==> src/hw/rtl/fgp_pkg.sv <==
package fgp_pkg;

   // configuration port
   localparam int unsigned CSR_INDEX_W = 3;
   localparam int unsigned CSR_DATA_W  = 12;
   localparam int unsigned GAIN_W      = 12;
   localparam int unsigned LIMIT_W     = 7;

   localparam logic [CSR_INDEX_W-1:0] REG_P_GAIN_LOW      = 3'd0;
   localparam logic [CSR_INDEX_W-1:0] REG_P_GAIN_HIGH     = 3'd1;
   localparam logic [CSR_INDEX_W-1:0] REG_D_GAIN_BASE     = 3'd2;
   localparam logic [CSR_INDEX_W-1:0] REG_P_GAIN_LOW_ALT  = 3'd3;
   localparam logic [CSR_INDEX_W-1:0] REG_P_GAIN_HIGH_ALT = 3'd4;
   localparam logic [CSR_INDEX_W-1:0] REG_D_GAIN_BASE_ALT = 3'd5;
   localparam logic [CSR_INDEX_W-1:0] REG_P_TERM_LIMIT    = 3'd6;
   localparam logic [CSR_INDEX_W-1:0] REG_DRIVE_LIMIT     = 3'd7;

   localparam logic [GAIN_W-1:0]  RST_P_GAIN_LOW      = 12'd230;
   localparam logic [GAIN_W-1:0]  RST_P_GAIN_HIGH     = 12'd320;
   localparam logic [GAIN_W-1:0]  RST_D_GAIN_BASE     = 12'd14;
   localparam logic [GAIN_W-1:0]  RST_P_GAIN_LOW_ALT  = 12'd155;
   localparam logic [GAIN_W-1:0]  RST_P_GAIN_HIGH_ALT = 12'd155;
   localparam logic [GAIN_W-1:0]  RST_D_GAIN_BASE_ALT = 12'd0;
   localparam logic [LIMIT_W-1:0] RST_P_TERM_LIMIT    = 7'd100;
   localparam logic [LIMIT_W-1:0] RST_DRIVE_LIMIT     = 7'd100;

   // membership breakpoints
   localparam logic [11:0] ERR_BP1  = 12'd50;
   localparam logic [11:0] ERR_BP2  = 12'd100;
   localparam logic [11:0] ERR_BP3  = 12'd150;
   localparam logic [15:0] RATE_BP0 = 16'd110;
   localparam logic [15:0] RATE_BP1 = 16'd150;
   localparam logic [15:0] RATE_BP2 = 16'd250;
   localparam logic [15:0] RATE_BP3 = 16'd350;

   // weights on a common denominator: error over 50, rate over 200
   localparam logic [5:0]  ERR_HALF_W       = 6'd25;
   localparam logic [7:0]  RATE_HALF_W      = 8'd100;
   localparam logic [15:0] RATE_BAND0_SCALE = 16'd5;
   localparam logic [15:0] RATE_BAND_SCALE  = 16'd2;

   // 7x7 rule table, row = error level, column = rate level, both 0..6
   localparam logic [2:0] RULE_TABLE [49] = '{
      3'd4, 3'd3, 3'd1, 3'd0, 3'd0, 3'd0, 3'd0,
      3'd4, 3'd4, 3'd2, 3'd0, 3'd0, 3'd0, 3'd0,
      3'd4, 3'd4, 3'd2, 3'd0, 3'd0, 3'd0, 3'd0,
      3'd4, 3'd4, 3'd3, 3'd0, 3'd3, 3'd4, 3'd4,
      3'd0, 3'd0, 3'd0, 3'd0, 3'd2, 3'd4, 3'd4,
      3'd0, 3'd0, 3'd0, 3'd0, 3'd2, 3'd4, 3'd4,
      3'd0, 3'd0, 3'd0, 3'd0, 3'd1, 3'd3, 3'd4
   };

   // divide by 1000 through reciprocals: p side floor(x/125), x < 2^22
   localparam int unsigned P_SHIFT = 29;
   localparam logic [22:0] P_RECIP = 23'd4294968;
   // d side floor(x/125) with x = md/8 < 2^23
   localparam int unsigned D_SHIFT = 30;
   localparam logic [23:0] D_RECIP = 24'd8589935;

   // fuzzy sum: num over 10000, scaled by 256 -> num*16/625
   localparam int unsigned NUM_W    = 16;
   localparam int unsigned FZ_SHIFT = 25;
   localparam longint unsigned FZ_DEN = 625;

   localparam logic [19:0] DGAIN_MAX = 20'hFFFFF;

   typedef struct packed {
      logic signed [11:0] target_pos;
      logic signed [11:0] measured_pos;
      logic signed [15:0] yaw_rate;
      logic               alt_mode;
      logic               high_track;
   } req_type;

   typedef struct packed {
      logic signed [15:0] drive;
      logic [19:0]        d_gain_used;
   } rsp_type;

   typedef struct packed {
      logic [GAIN_W-1:0] p_gain_low;
      logic [GAIN_W-1:0] p_gain_high;
      logic [GAIN_W-1:0] d_gain_base;
      logic [GAIN_W-1:0] p_gain_low_alt;
      logic [GAIN_W-1:0] p_gain_high_alt;
      logic [GAIN_W-1:0] d_gain_base_alt;
   } gain_set_type;

   typedef struct packed {
      logic [LIMIT_W-1:0] p_term_limit;
      logic [LIMIT_W-1:0] drive_limit;
   } limit_set_type;

   // classified item as it sits in the queue
   typedef struct packed {
      logic              err_neg;
      logic [11:0]       err_mag;
      logic              rate_neg;
      logic [15:0]       rate_mag;
      logic [GAIN_W-1:0] p_gain;
      logic [GAIN_W-1:0] d_gain_base;
      logic [2:0]        rule_ll;
      logic [2:0]        rule_lh;
      logic [2:0]        rule_hl;
      logic [2:0]        rule_hh;
      logic [5:0]        err_w_lo;
      logic [5:0]        err_w_hi;
      logic [7:0]        rate_w_lo;
      logic [7:0]        rate_w_hi;
   } item_type;

   typedef struct packed {
      logic     valid;
      item_type item;
   } queue_head_type;

endpackage

==> src/hw/rtl/fgp_front.sv <==
module fgp_front
   import fgp_pkg::*;
(
   input  logic         reset,
   input  logic         start,
   output logic         busy,
   input  req_type      req_data,
   input  gain_set_type gains,
   input  logic         queue_full,
   output logic         push,
   output item_type     item
);

   localparam logic [2:0] LVL_NEG_BIG = 3'd0;
   localparam logic [2:0] LVL_ZERO    = 3'd3;
   localparam logic [2:0] LVL_POS_BIG = 3'd6;

   function automatic logic [2:0] rule_at(input logic [2:0] e_lvl, input logic [2:0] r_lvl);
      logic [5:0] idx;
      idx = 6'({3'd0, e_lvl} * 6'd7) + {3'd0, r_lvl};
      return RULE_TABLE[idx];
   endfunction

   logic signed [12:0] err;
   logic [1:0]  e_k;
   logic [11:0] e_lower;
   logic [11:0] e_upper;
   logic [5:0]  e_dlo;
   logic [5:0]  e_dhi;
   logic [2:0]  e_lo;
   logic [2:0]  e_hi;
   logic [1:0]  r_k;
   logic [15:0] r_lower;
   logic [15:0] r_upper;
   logic [15:0] r_scale;
   logic [7:0]  r_dlo;
   logic [7:0]  r_dhi;
   logic [2:0]  r_lo;
   logic [2:0]  r_hi;

   assign busy = reset | queue_full;
   assign push = start & ~busy;

   always_comb begin
      err = {req_data.target_pos[11], req_data.target_pos}
          - {req_data.measured_pos[11], req_data.measured_pos};
      item.err_neg  = err[12];
      item.err_mag  = err[12] ? 12'(-err) : err[11:0];
      item.rate_neg = req_data.yaw_rate[15];
      item.rate_mag = req_data.yaw_rate[15] ? 16'(~req_data.yaw_rate) + 16'd1
                                            : req_data.yaw_rate;

      if (req_data.alt_mode) begin
         item.p_gain      = req_data.high_track ? gains.p_gain_high_alt : gains.p_gain_low_alt;
         item.d_gain_base = gains.d_gain_base_alt;
      end else begin
         item.p_gain      = req_data.high_track ? gains.p_gain_high : gains.p_gain_low;
         item.d_gain_base = gains.d_gain_base;
      end

      // error membership
      priority if (item.err_mag > ERR_BP2) begin
         e_k = 2'd2; e_lower = ERR_BP2; e_upper = ERR_BP3;
      end else if (item.err_mag > ERR_BP1) begin
         e_k = 2'd1; e_lower = ERR_BP1; e_upper = ERR_BP2;
      end else begin
         e_k = 2'd0; e_lower = 12'd0; e_upper = ERR_BP1;
      end
      e_dhi = 6'(item.err_mag - e_lower);
      e_dlo = 6'(e_upper - item.err_mag);
      priority if (item.err_mag == 12'd0) begin
         e_lo = LVL_ZERO; e_hi = LVL_ZERO;
         item.err_w_lo = ERR_HALF_W; item.err_w_hi = ERR_HALF_W;
      end else if (item.err_mag > ERR_BP3) begin
         e_lo = item.err_neg ? LVL_NEG_BIG : LVL_POS_BIG;
         e_hi = e_lo;
         item.err_w_lo = ERR_HALF_W; item.err_w_hi = ERR_HALF_W;
      end else if (!item.err_neg) begin
         e_lo = LVL_ZERO + {1'b0, e_k};
         e_hi = LVL_ZERO + 3'd1 + {1'b0, e_k};
         item.err_w_lo = e_dlo; item.err_w_hi = e_dhi;
      end else begin
         e_lo = LVL_ZERO - 3'd1 - {1'b0, e_k};
         e_hi = LVL_ZERO - {1'b0, e_k};
         item.err_w_lo = e_dhi; item.err_w_hi = e_dlo;
      end

      // rate membership, band weights brought to a denominator of 200
      priority if (item.rate_mag > RATE_BP2) begin
         r_k = 2'd2; r_lower = RATE_BP2; r_upper = RATE_BP3; r_scale = RATE_BAND_SCALE;
      end else if (item.rate_mag > RATE_BP1) begin
         r_k = 2'd1; r_lower = RATE_BP1; r_upper = RATE_BP2; r_scale = RATE_BAND_SCALE;
      end else begin
         r_k = 2'd0; r_lower = RATE_BP0; r_upper = RATE_BP1; r_scale = RATE_BAND0_SCALE;
      end
      r_dhi = 8'((item.rate_mag - r_lower) * r_scale);
      r_dlo = 8'((r_upper - item.rate_mag) * r_scale);
      priority if (item.rate_mag <= RATE_BP0) begin
         r_lo = LVL_ZERO; r_hi = LVL_ZERO;
         item.rate_w_lo = RATE_HALF_W; item.rate_w_hi = RATE_HALF_W;
      end else if (item.rate_mag > RATE_BP3) begin
         r_lo = item.rate_neg ? LVL_NEG_BIG : LVL_POS_BIG;
         r_hi = r_lo;
         item.rate_w_lo = RATE_HALF_W; item.rate_w_hi = RATE_HALF_W;
      end else if (!item.rate_neg) begin
         r_lo = LVL_ZERO + {1'b0, r_k};
         r_hi = LVL_ZERO + 3'd1 + {1'b0, r_k};
         item.rate_w_lo = r_dlo; item.rate_w_hi = r_dhi;
      end else begin
         r_lo = LVL_ZERO - 3'd1 - {1'b0, r_k};
         r_hi = LVL_ZERO - {1'b0, r_k};
         item.rate_w_lo = r_dhi; item.rate_w_hi = r_dlo;
      end

      item.rule_ll = rule_at(e_lo, r_lo);
      item.rule_lh = rule_at(e_lo, r_hi);
      item.rule_hl = rule_at(e_hi, r_lo);
      item.rule_hh = rule_at(e_hi, r_hi);
   end

endmodule

==> src/hw/rtl/fgp_queue.sv <==
module fgp_queue
   import fgp_pkg::*;
#(
   parameter int unsigned DEPTH = 4
)
(
   input  logic           clock,
   input  logic           reset,
   input  logic           push,
   input  item_type       push_item,
   output logic           full,
   output queue_head_type head
);

   localparam int unsigned PTR_W = (DEPTH > 1) ? $clog2(DEPTH) : 1;
   localparam int unsigned CNT_W = $clog2(DEPTH + 1);
   localparam logic [PTR_W-1:0] LAST_PTR = PTR_W'(DEPTH - 1);
   localparam logic [CNT_W-1:0] FULL_CNT = CNT_W'(DEPTH);
   localparam logic [PTR_W-1:0] PTR_ONE  = PTR_W'(1);
   localparam logic [CNT_W-1:0] CNT_ONE  = CNT_W'(1);

   item_type         entry_ff [DEPTH];
   logic [PTR_W-1:0] wr_ptr_ff;
   logic [PTR_W-1:0] wr_ptr_in;
   logic [PTR_W-1:0] rd_ptr_ff;
   logic [PTR_W-1:0] rd_ptr_in;
   logic [CNT_W-1:0] count_ff;
   logic [CNT_W-1:0] count_in;
   logic             pop;

   // the back end never stalls, so the head leaves in every cycle it is valid
   assign pop        = (count_ff != '0);
   assign full       = (count_ff == FULL_CNT);
   assign head.valid = pop;
   assign head.item  = entry_ff[rd_ptr_ff];

   always_comb begin
      wr_ptr_in = wr_ptr_ff;
      rd_ptr_in = rd_ptr_ff;
      count_in  = count_ff;
      if (push) begin
         wr_ptr_in = (wr_ptr_ff == LAST_PTR) ? '0 : wr_ptr_ff + PTR_ONE;
      end
      if (pop) begin
         rd_ptr_in = (rd_ptr_ff == LAST_PTR) ? '0 : rd_ptr_ff + PTR_ONE;
      end
      unique case ({push, pop})
         2'b10:   count_in = count_ff + CNT_ONE;
         2'b01:   count_in = count_ff - CNT_ONE;
         default: count_in = count_ff;
      endcase
   end

   always_ff @(posedge clock) begin
      if (reset) begin
         wr_ptr_ff <= '0;
         rd_ptr_ff <= '0;
         count_ff  <= '0;
      end else begin
         wr_ptr_ff <= wr_ptr_in;
         rd_ptr_ff <= rd_ptr_in;
         count_ff  <= count_in;
      end
   end

   always_ff @(posedge clock) begin
      if (push) begin
         entry_ff[wr_ptr_ff] <= push_item;
      end
   end

endmodule

==> src/hw/rtl/fgp_back.sv <==
module fgp_back
   import fgp_pkg::*;
#(
   parameter int unsigned FUZZY_SCALE = 2
)
(
   input  logic           clock,
   input  logic           reset,
   input  queue_head_type head,
   input  limit_set_type  limits,
   output logic           rsp_strobe,
   output rsp_type        rsp_data
);

   // fuzzy increment = floor(num * FUZZY_SCALE * 16 / 625), by reciprocal
   localparam longint unsigned FZ_NUM  = longint'(FUZZY_SCALE) * 16;
   localparam longint unsigned FZ_MULT =
      (FZ_NUM * (64'd1 << FZ_SHIFT) + FZ_DEN - 1) / FZ_DEN;
   localparam int unsigned FZ_MULT_W = (FZ_MULT == 0) ? 1 : $clog2(FZ_MULT + 1);
   localparam int unsigned FZ_W      = (FUZZY_SCALE == 0) ? 1
                                       : $clog2(FUZZY_SCALE * 1024 + 1);
   localparam int unsigned FZ_PROD_W =
      (NUM_W + FZ_MULT_W > FZ_W + FZ_SHIFT) ? NUM_W + FZ_MULT_W : FZ_W + FZ_SHIFT;

   // stage 1: rule products and |err| * p gain
   logic              s1_valid_ff;
   logic [15:0]       s1_prod_ff [4];
   logic [23:0]       s1_pm_ff;
   logic              s1_err_neg_ff;
   logic              s1_rate_neg_ff;
   logic [15:0]       s1_rate_mag_ff;
   logic [GAIN_W-1:0] s1_dbase_ff;
   // stage 2: fuzzy numerator, p quotient
   logic              s2_valid_ff;
   logic [NUM_W-1:0]  s2_num_ff;
   logic [NUM_W-1:0]  s2_num_in;
   logic [15:0]       s2_pq_ff;
   logic [16:0]       s2_pm_sat;
   logic [44:0]       s2_p_prod;
   logic              s2_err_neg_ff;
   logic              s2_rate_neg_ff;
   logic [15:0]       s2_rate_mag_ff;
   logic [GAIN_W-1:0] s2_dbase_ff;
   // stage 3: fuzzy increment, clamped p term
   logic                 s3_valid_ff;
   logic [FZ_PROD_W-1:0] s3_fz_prod;
   logic [FZ_W-1:0]      s3_fz_ff;
   logic [15:0]          s3_plim;
   logic [15:0]          s3_pmag;
   logic signed [15:0]   s3_pterm_ff;
   logic signed [15:0]   s3_pterm_in;
   logic                 s3_rate_neg_ff;
   logic [15:0]          s3_rate_mag_ff;
   logic [GAIN_W-1:0]    s3_dbase_ff;
   // stage 4: effective d gain
   logic               s4_valid_ff;
   logic [20:0]        s4_dgain_sum;
   logic [19:0]        s4_dgain_ff;
   logic [19:0]        s4_dgain_in;
   logic signed [15:0] s4_pterm_ff;
   logic               s4_rate_neg_ff;
   logic [15:0]        s4_rate_mag_ff;
   // stage 5: d gain * |rate|
   logic               s5_valid_ff;
   logic [35:0]        s5_md_ff;
   logic [19:0]        s5_dgain_ff;
   logic signed [15:0] s5_pterm_ff;
   logic               s5_rate_neg_ff;
   // stage 6: d quotient
   logic               s6_valid_ff;
   logic [25:0]        s6_md_sat;
   logic [46:0]        s6_d_prod;
   logic [16:0]        s6_dq_ff;
   logic [19:0]        s6_dgain_ff;
   logic signed [15:0] s6_pterm_ff;
   logic               s6_rate_neg_ff;
   // output stage
   logic signed [17:0] out_dterm;
   logic signed [17:0] out_sum;
   logic signed [17:0] out_lim;
   logic signed [17:0] out_clamped;
   logic               rsp_strobe_ff;
   rsp_type            rsp_data_ff;
   rsp_type            rsp_data_in;

   always_comb begin
      s2_num_in = s1_prod_ff[0] + s1_prod_ff[1] + s1_prod_ff[2] + s1_prod_ff[3];
      s2_pm_sat = (|s1_pm_ff[23:17]) ? 17'h1FFFF : s1_pm_ff[16:0];
      s2_p_prod = 45'({s2_pm_sat, 5'd0}) * 45'(P_RECIP);

      s3_fz_prod  = FZ_PROD_W'(s2_num_ff) * FZ_PROD_W'(FZ_MULT);
      s3_plim     = {1'b0, limits.p_term_limit, 8'd0};
      s3_pmag     = (s2_pq_ff > s3_plim) ? s3_plim : s2_pq_ff;
      s3_pterm_in = s2_err_neg_ff ? 16'(-s3_pmag) : s3_pmag;

      s4_dgain_sum = {1'b0, s3_dbase_ff, 8'd0} + 21'(s3_fz_ff);
      s4_dgain_in  = s4_dgain_sum[20] ? DGAIN_MAX : s4_dgain_sum[19:0];

      s6_md_sat = (|s5_md_ff[35:26]) ? 26'h3FFFFFF : s5_md_ff[25:0];
      s6_d_prod = 47'(s6_md_sat[25:3]) * 47'(D_RECIP);

      out_dterm   = s6_rate_neg_ff ? $signed({1'b0, s6_dq_ff}) : -$signed({1'b0, s6_dq_ff});
      out_sum     = out_dterm + 18'(s6_pterm_ff);
      out_lim     = $signed({3'd0, limits.drive_limit, 8'd0});
      priority if (out_sum > out_lim) begin
         out_clamped = out_lim;
      end else if (out_sum < -out_lim) begin
         out_clamped = -out_lim;
      end else begin
         out_clamped = out_sum;
      end
      rsp_data_in.drive       = 16'(out_clamped);
      rsp_data_in.d_gain_used = s6_dgain_ff;
   end

   always_ff @(posedge clock) begin
      if (reset) begin
         s1_valid_ff   <= 1'b0;
         s2_valid_ff   <= 1'b0;
         s3_valid_ff   <= 1'b0;
         s4_valid_ff   <= 1'b0;
         s5_valid_ff   <= 1'b0;
         s6_valid_ff   <= 1'b0;
         rsp_strobe_ff <= 1'b0;
      end else begin
         s1_valid_ff   <= head.valid;
         s2_valid_ff   <= s1_valid_ff;
         s3_valid_ff   <= s2_valid_ff;
         s4_valid_ff   <= s3_valid_ff;
         s5_valid_ff   <= s4_valid_ff;
         s6_valid_ff   <= s5_valid_ff;
         rsp_strobe_ff <= s6_valid_ff;
      end
   end

   always_ff @(posedge clock) begin
      s1_prod_ff[0]  <= 16'({13'd0, head.item.rule_ll} * {10'd0, head.item.err_w_lo}
                            * {8'd0, head.item.rate_w_lo});
      s1_prod_ff[1]  <= 16'({13'd0, head.item.rule_lh} * {10'd0, head.item.err_w_lo}
                            * {8'd0, head.item.rate_w_hi});
      s1_prod_ff[2]  <= 16'({13'd0, head.item.rule_hl} * {10'd0, head.item.err_w_hi}
                            * {8'd0, head.item.rate_w_lo});
      s1_prod_ff[3]  <= 16'({13'd0, head.item.rule_hh} * {10'd0, head.item.err_w_hi}
                            * {8'd0, head.item.rate_w_hi});
      s1_pm_ff       <= {12'd0, head.item.err_mag} * {12'd0, head.item.p_gain};
      s1_err_neg_ff  <= head.item.err_neg;
      s1_rate_neg_ff <= head.item.rate_neg;
      s1_rate_mag_ff <= head.item.rate_mag;
      s1_dbase_ff    <= head.item.d_gain_base;

      s2_num_ff      <= s2_num_in;
      s2_pq_ff       <= s2_p_prod[44:P_SHIFT];
      s2_err_neg_ff  <= s1_err_neg_ff;
      s2_rate_neg_ff <= s1_rate_neg_ff;
      s2_rate_mag_ff <= s1_rate_mag_ff;
      s2_dbase_ff    <= s1_dbase_ff;

      s3_fz_ff       <= s3_fz_prod[FZ_W+FZ_SHIFT-1:FZ_SHIFT];
      s3_pterm_ff    <= s3_pterm_in;
      s3_rate_neg_ff <= s2_rate_neg_ff;
      s3_rate_mag_ff <= s2_rate_mag_ff;
      s3_dbase_ff    <= s2_dbase_ff;

      s4_dgain_ff    <= s4_dgain_in;
      s4_pterm_ff    <= s3_pterm_ff;
      s4_rate_neg_ff <= s3_rate_neg_ff;
      s4_rate_mag_ff <= s3_rate_mag_ff;

      s5_md_ff       <= {16'd0, s4_dgain_ff} * {20'd0, s4_rate_mag_ff};
      s5_dgain_ff    <= s4_dgain_ff;
      s5_pterm_ff    <= s4_pterm_ff;
      s5_rate_neg_ff <= s4_rate_neg_ff;

      s6_dq_ff       <= s6_d_prod[46:D_SHIFT];
      s6_dgain_ff    <= s5_dgain_ff;
      s6_pterm_ff    <= s5_pterm_ff;
      s6_rate_neg_ff <= s5_rate_neg_ff;

      rsp_data_ff    <= rsp_data_in;
   end

   assign rsp_strobe = rsp_strobe_ff;
   assign rsp_data   = rsp_data_ff;

endmodule

==> src/hw/rtl/fuzzy_gain_position_pd.sv <==
// fuzzy self-tuning pd position controller
// input: drive req_data and raise start; a transfer happens at a rising edge with
//    start high and busy low. busy is high only during reset or with the
//    front queue full, which a continuous stream never reaches
// output: rsp_strobe marks one cycle with rsp_data valid; the receiver must
//    take it then, there is no way to hold results off
// csr: csr_we writes csr_wdata into register csr_index at the edge; limits take
//    the low 7 bits. write only with no item in flight
// path: a transfer passes through a queue slot, six pipeline stages and the output
//    register before the result strobe goes high
// throughput: one item per cycle while busy is low, set by the back-end pipeline
//    that takes a new item from the queue in every cycle that it holds one
// reset: synchronous, clears the queue and all stage valids and loads the
//    register defaults; items in flight are dropped
module fuzzy_gain_position_pd
   import fgp_pkg::*;
#(
   parameter int unsigned FUZZY_SCALE = 2,
   parameter int unsigned QUEUE_DEPTH = 4
)
(
   input  logic                   clock,
   input  logic                   reset,
   input  logic                   start,
   output logic                   busy,
   input  req_type                req_data,
   output logic                   rsp_strobe,
   output rsp_type                rsp_data,
   input  logic                   csr_we,
   input  logic [CSR_INDEX_W-1:0] csr_index,
   input  logic [CSR_DATA_W-1:0]  csr_wdata
);

   gain_set_type   gains_ff;
   limit_set_type  limits_ff;
   logic           queue_full;
   logic           push;
   item_type       push_item;
   queue_head_type head;

   // configuration registers, upper data bits of the limits are dropped
   always_ff @(posedge clock) begin
      if (reset) begin
         gains_ff.p_gain_low      <= RST_P_GAIN_LOW;
         gains_ff.p_gain_high     <= RST_P_GAIN_HIGH;
         gains_ff.d_gain_base     <= RST_D_GAIN_BASE;
         gains_ff.p_gain_low_alt  <= RST_P_GAIN_LOW_ALT;
         gains_ff.p_gain_high_alt <= RST_P_GAIN_HIGH_ALT;
         gains_ff.d_gain_base_alt <= RST_D_GAIN_BASE_ALT;
         limits_ff.p_term_limit   <= RST_P_TERM_LIMIT;
         limits_ff.drive_limit    <= RST_DRIVE_LIMIT;
      end else if (csr_we) begin
         unique case (csr_index)
            REG_P_GAIN_LOW:      gains_ff.p_gain_low      <= csr_wdata;
            REG_P_GAIN_HIGH:     gains_ff.p_gain_high     <= csr_wdata;
            REG_D_GAIN_BASE:     gains_ff.d_gain_base     <= csr_wdata;
            REG_P_GAIN_LOW_ALT:  gains_ff.p_gain_low_alt  <= csr_wdata;
            REG_P_GAIN_HIGH_ALT: gains_ff.p_gain_high_alt <= csr_wdata;
            REG_D_GAIN_BASE_ALT: gains_ff.d_gain_base_alt <= csr_wdata;
            REG_P_TERM_LIMIT:    limits_ff.p_term_limit   <= csr_wdata[LIMIT_W-1:0];
            REG_DRIVE_LIMIT:     limits_ff.drive_limit    <= csr_wdata[LIMIT_W-1:0];
         endcase
      end
   end

   // front: handshake, error, gain pick, memberships and rule lookups
   fgp_front u_front (
      .reset      (reset),
      .start      (start),
      .busy       (busy),
      .req_data   (req_data),
      .gains      (gains_ff),
      .queue_full (queue_full),
      .push       (push),
      .item       (push_item)
   );

   // short queue of classified items between front and back
   fgp_queue #(
      .DEPTH (QUEUE_DEPTH)
   ) u_queue (
      .clock     (clock),
      .reset     (reset),
      .push      (push),
      .push_item (push_item),
      .full      (queue_full),
      .head      (head)
   );

   // back: fuzzy d gain, p and d terms, output clamp
   fgp_back #(
      .FUZZY_SCALE (FUZZY_SCALE)
   ) u_back (
      .clock      (clock),
      .reset      (reset),
      .head       (head),
      .limits     (limits_ff),
      .rsp_strobe (rsp_strobe),
      .rsp_data   (rsp_data)
   );

   // every transfer is followed by a result strobe
   a_latency: assert property (@(posedge clock) disable iff (reset)
      (start && !busy) |-> ##8 rsp_strobe)
      else $error("result strobe missing after input transfer");

   // the back end drains one item per cycle, so the queue never backs up
   a_no_backlog: assert property (@(posedge clock) disable iff (reset)
      !queue_full)
      else $error("front queue filled up");

   // output always inside the configured drive limit
   a_drive_bound: assert property (@(posedge clock) disable iff (reset)
      rsp_strobe |->
         ($signed(rsp_data.drive) <= $signed({1'b0, limits_ff.drive_limit, 8'd0})) &&
         ($signed(rsp_data.drive) >= -$signed({1'b0, limits_ff.drive_limit, 8'd0})))
      else $error("drive outside limit");

endmodule

==> config.mk <==
export PLATFORM = sky130hd
export DESIGN_NAME = fuzzy_gain_position_pd
export DESIGN_NICKNAME = d
export VERILOG_FILES = /design/src/hw/rtl/fgp_pkg.sv /design/src/hw/rtl/fgp_front.sv /design/src/hw/rtl/fgp_queue.sv /design/src/hw/rtl/fgp_back.sv /design/src/hw/rtl/fuzzy_gain_position_pd.sv
export SDC_FILE = /design/constraint.sdc
export NUM_CORES = 2
export LEC_CHECK = 0
export BUFFER_PORTS_ARGS = -buffer_cell sky130_fd_sc_hd__buf_2
export CORE_UTILIZATION = 40
export DETAILED_ROUTE_END_ITERATION = 8
export RECOVER_POWER = 25
export REMOVE_ABC_BUFFERS = 1
export SYNTH_ARGS = -nofsm -noshare
export SYNTH_HDL_FRONTEND = slang
export SYNTH_SLANG_ARGS = --single-unit
==> constraint.sdc <==
create_clock -name clock -period 17.2 [get_ports clock]
set_input_delay 1.72 -clock clock [delete_from_list [all_inputs] [get_ports clock]]
set_output_delay 1.72 -clock clock [all_outputs]
set_load 0.01 [all_outputs]
==> impl_metrics.tcl <==
set metrics [dict create \
    status "complete, but fails checks" \
    violations "DRC, capacitance limit, slew limit" \
    wirelength_mm 171 \
    fin_tns_setup_ns 0 \
    synth-simple-area-share_pct 10.7 \
    final-instance-count-excl-fill 10296 \
    yosysWarningCount 0 \
    crit_required_ns 17.86 \
    ctsResizeCount 0 \
    rsz0062_at_grt "no" \
    drcViolationCount 2 \
    vias 50416 \
    setup_viol 0 \
    cts_buffers 101 \
    ctsLongestPathBuffers 3 \
    synth_area_sq_um 78400 \
    synth_compound_area_share_pct 5.75 \
    drt_iter0_markers 2093 \
    gp_congestion 0.888 \
    start_util_pct 40.2 \
    root_buffer "clkbuf_16" \
    finalHoldViolCount 0 \
    overflow 0 \
    end_kind "flip-flop" \
    worstSetupPathType "flip-flop to flip-flop" \
    rows 162 \
    relSlewSlack_pct -151 \
    nets 9608 \
    viasPerCell 4.90 \
    drive_gt1_share_pct 6.36 \
    routedWlPerCell_microns 16.6 \
    grtUsageTotal_pct 17.6 \
    cts_setup_buffers 0 \
    drtPass1Iterations 9 \
    final_common_cell "inv_1" \
    avgSynthCellArea_sq_um 10.4 \
    worstHoldPathType "flip-flop to flip-flop" \
    clk_latency_ns 0.73 \
    synthXorXnorAreaFrac_pct 3.46 \
    yosys.area_share.adder_pct 40.3 \
    dp.cells 10102 \
    period_minus_slack_ns 11.26 \
    start_kind "flip-flop" \
    cp.arrival_ns 11.92 \
    die_w_microns 445 \
    grt_max_degree 87 \
    path_max_fanout 45 \
    clkTransAtPathRegs_ns 0.06 \
    grt_pass1_vias 53060 \
    ant_nets 0 \
    most-common-layout-cells "inv_1 (1451), ha_1 (1038), fa_1 (928)" \
    cts.sinks 920 \
    synth_cell_types 87 \
    clock.fmax_mhz 88.8 \
    synth_mux_area_share_pct 3.78 \
    pin_count 99 \
    finalCritPeriodShare_pct 65.5 \
    synthFlopType "dfxtp_1" \
    synth-seq-area-share_pct 28.2 \
    hpwl_mm 134 \
    antenna_found_initial 8 \
    chipHeight_microns 445 \
    syn_to_final_growth_pct 8.90 \
    tritoncts "yes" \
    ctsHoldBuffers 0 \
    async_flop_share_pct 0 \
    tightest_slew_ns 3.77 \
    report.final.slew_viol_count 260 \
    dieArea_sq_um 198000 \
    synth_edf_count 368 \
    htreeDepth 3 \
    io_buffers 98 \
    ys_ff_latch 920 \
    synth_top_family_by_area "adder cells" \
    coreArea_sq_um 195000 \
    grt_pass1_wl_mm 280 \
    worst_clock_skew_ns 0.0304 \
    synthCells 7509 \
    cap_viol_max_count 6 \
]
critical path, cell delays in order, from the launching register on:
cell,delay (ns)
dfxtp_1,1.40
clkbuf_1,2.73
mux4_2,0.78
nand2_1,0.11
fa_1,0.54
inv_1,0.07
fa_1,0.40
xor2_1,0.74
nand2_1,0.19
fa_1,0.54
fa_1,0.54
inv_1,0.05
fa_1,0.48
inv_1,0.05
fa_1,0.47
inv_1,0.04
ha_1,0.30
a21boi_0,0.17
o21ai_0,0.27
a21boi_0,0.20
o21ai_0,0.19
nand2_1,0.11
a21oi_1,0.16
nor2_1,0.07
o21ai_0,0.15
nand2b_1,0.08
a21oi_1,0.18
xnor2_1,0.13
cell type report:
type,count,area [sq um]
Timing Repair Buffer,153,827
Clock inverter,60,689
Fill cell,18404,109000
Tap cell,2624,3280
Antenna cell,4,10.0
Clock buffer,130,2840
Sequential cell,920,22100
Inverter,1454,5460
Multi-Input combinational cell,4951,50200
layer usage:
| layer | global-route usage [%] | vias to the layer above | wire [microns] |
|---|---|---|---|
| li1 | - | 24212 | - |
| met1 | 22.5 | 25220 | 75300 |
| met2 | 31.4 | 767 | 86200 |
| met3 | 1.85 | 217 | 5420 |
| met4 | 4.90 | 0 | 4030 |
| met5 | 0 | - | 0 |
synth_stat cells, types with 14 or more instances:
master	number	area share [%]
a21boi_0	22	0.21
a21o_1	76	0.73
a21oi_1	269	1.7
a31oi_1	30	0.24
and2_1	277	2.2
and3_1	22	0.18
buf_1	21	0.10
clkbuf_1	153	0.73
dfxtp_1	552	14
edfxtp_1	368	14
fa_1	928	24
ha_1	1038	17
inv_1	1451	6.9
mux2_2	28	0.40
mux2i_1	48	0.61
mux4_2	95	2.7
nand2_1	773	3.7
nand2b_1	60	0.48
nand3_1	44	0.28
nand3b_1	23	0.22
nand4_1	20	0.16
nor2_1	320	1.5
nor2b_1	79	0.63
nor3_1	53	0.34
nor4_1	14	0.11
o21a_1	32	0.31
o21ai_0	147	0.94
o21bai_1	30	0.29
o31ai_1	15	0.14
or2_2	49	0.39
xnor2_1	216	2.4
xor2_1	89	0.99
state kept, by name, indices dropped and copies added (netlist names), 17 cells and up, named ones only:
register / cells
u_queue.entry_ff: 368
gains_ff: 72
u_back.s1_prod_ff: 64
u_back.rsp_data: 36
u_back.s5_md_ff: 33
u_back.s1_pm_ff: 24
u_back.s4_dgain_ff: 20
u_back.s5_dgain_ff: 20
u_back.s6_dgain_ff: 20
u_back.s6_dq_ff: 17
metrics by stage:
| stage | hold slack (ns) | worst slack (ns) | instance area [sq um] | utilization, % |
|---|---|---|---|---|
| after floorplan | 0.310 | 6.85 | 77700 | - |
| after global placement | 0.310 | 7.49 | 81900 | 42.1 |
| after detailed placement | 0.312 | 7.12 | 81900 | 42.1 |
| after CTS | 0.319 | 7.89 | 85400 | 43.9 |
| after global routing | 0.324 | 4.81 | 85400 | 43.8 |
| final | 0.318 | 5.94 | 85400 | 43.8 |
logic make-up (layout without fill, tap and decap cells):
logic type	count (synthesis)	count (layout)
fa+ha+maj	1966	1966
simple gates	1779	1779
flops	920	920
mux	173	173
compound gates	726	726
other cells	0	4
xor+xnor	307	307
buf+inv	1638	1797
final timing paths:
path	start	end	slack [ns]	depth (start not counted)
setup / recovery	flip-flop	u_back.s1_prod_ff[1][15]	5.94	27
hold / removal	u_back.s5_pterm_ff[10]	u_back.s6_pterm_ff[10]	0.32	0
setup reg to reg	flip-flop	u_back.s1_prod_ff[1][15]	5.94	27
hold reg to reg	u_back.s5_pterm_ff[10]	u_back.s6_pterm_ff[10]	0.32	0
Power is left out: the tool's default activity adds up to more than one toggle a clock period on the data nets, which glitch-free logic cannot reach.
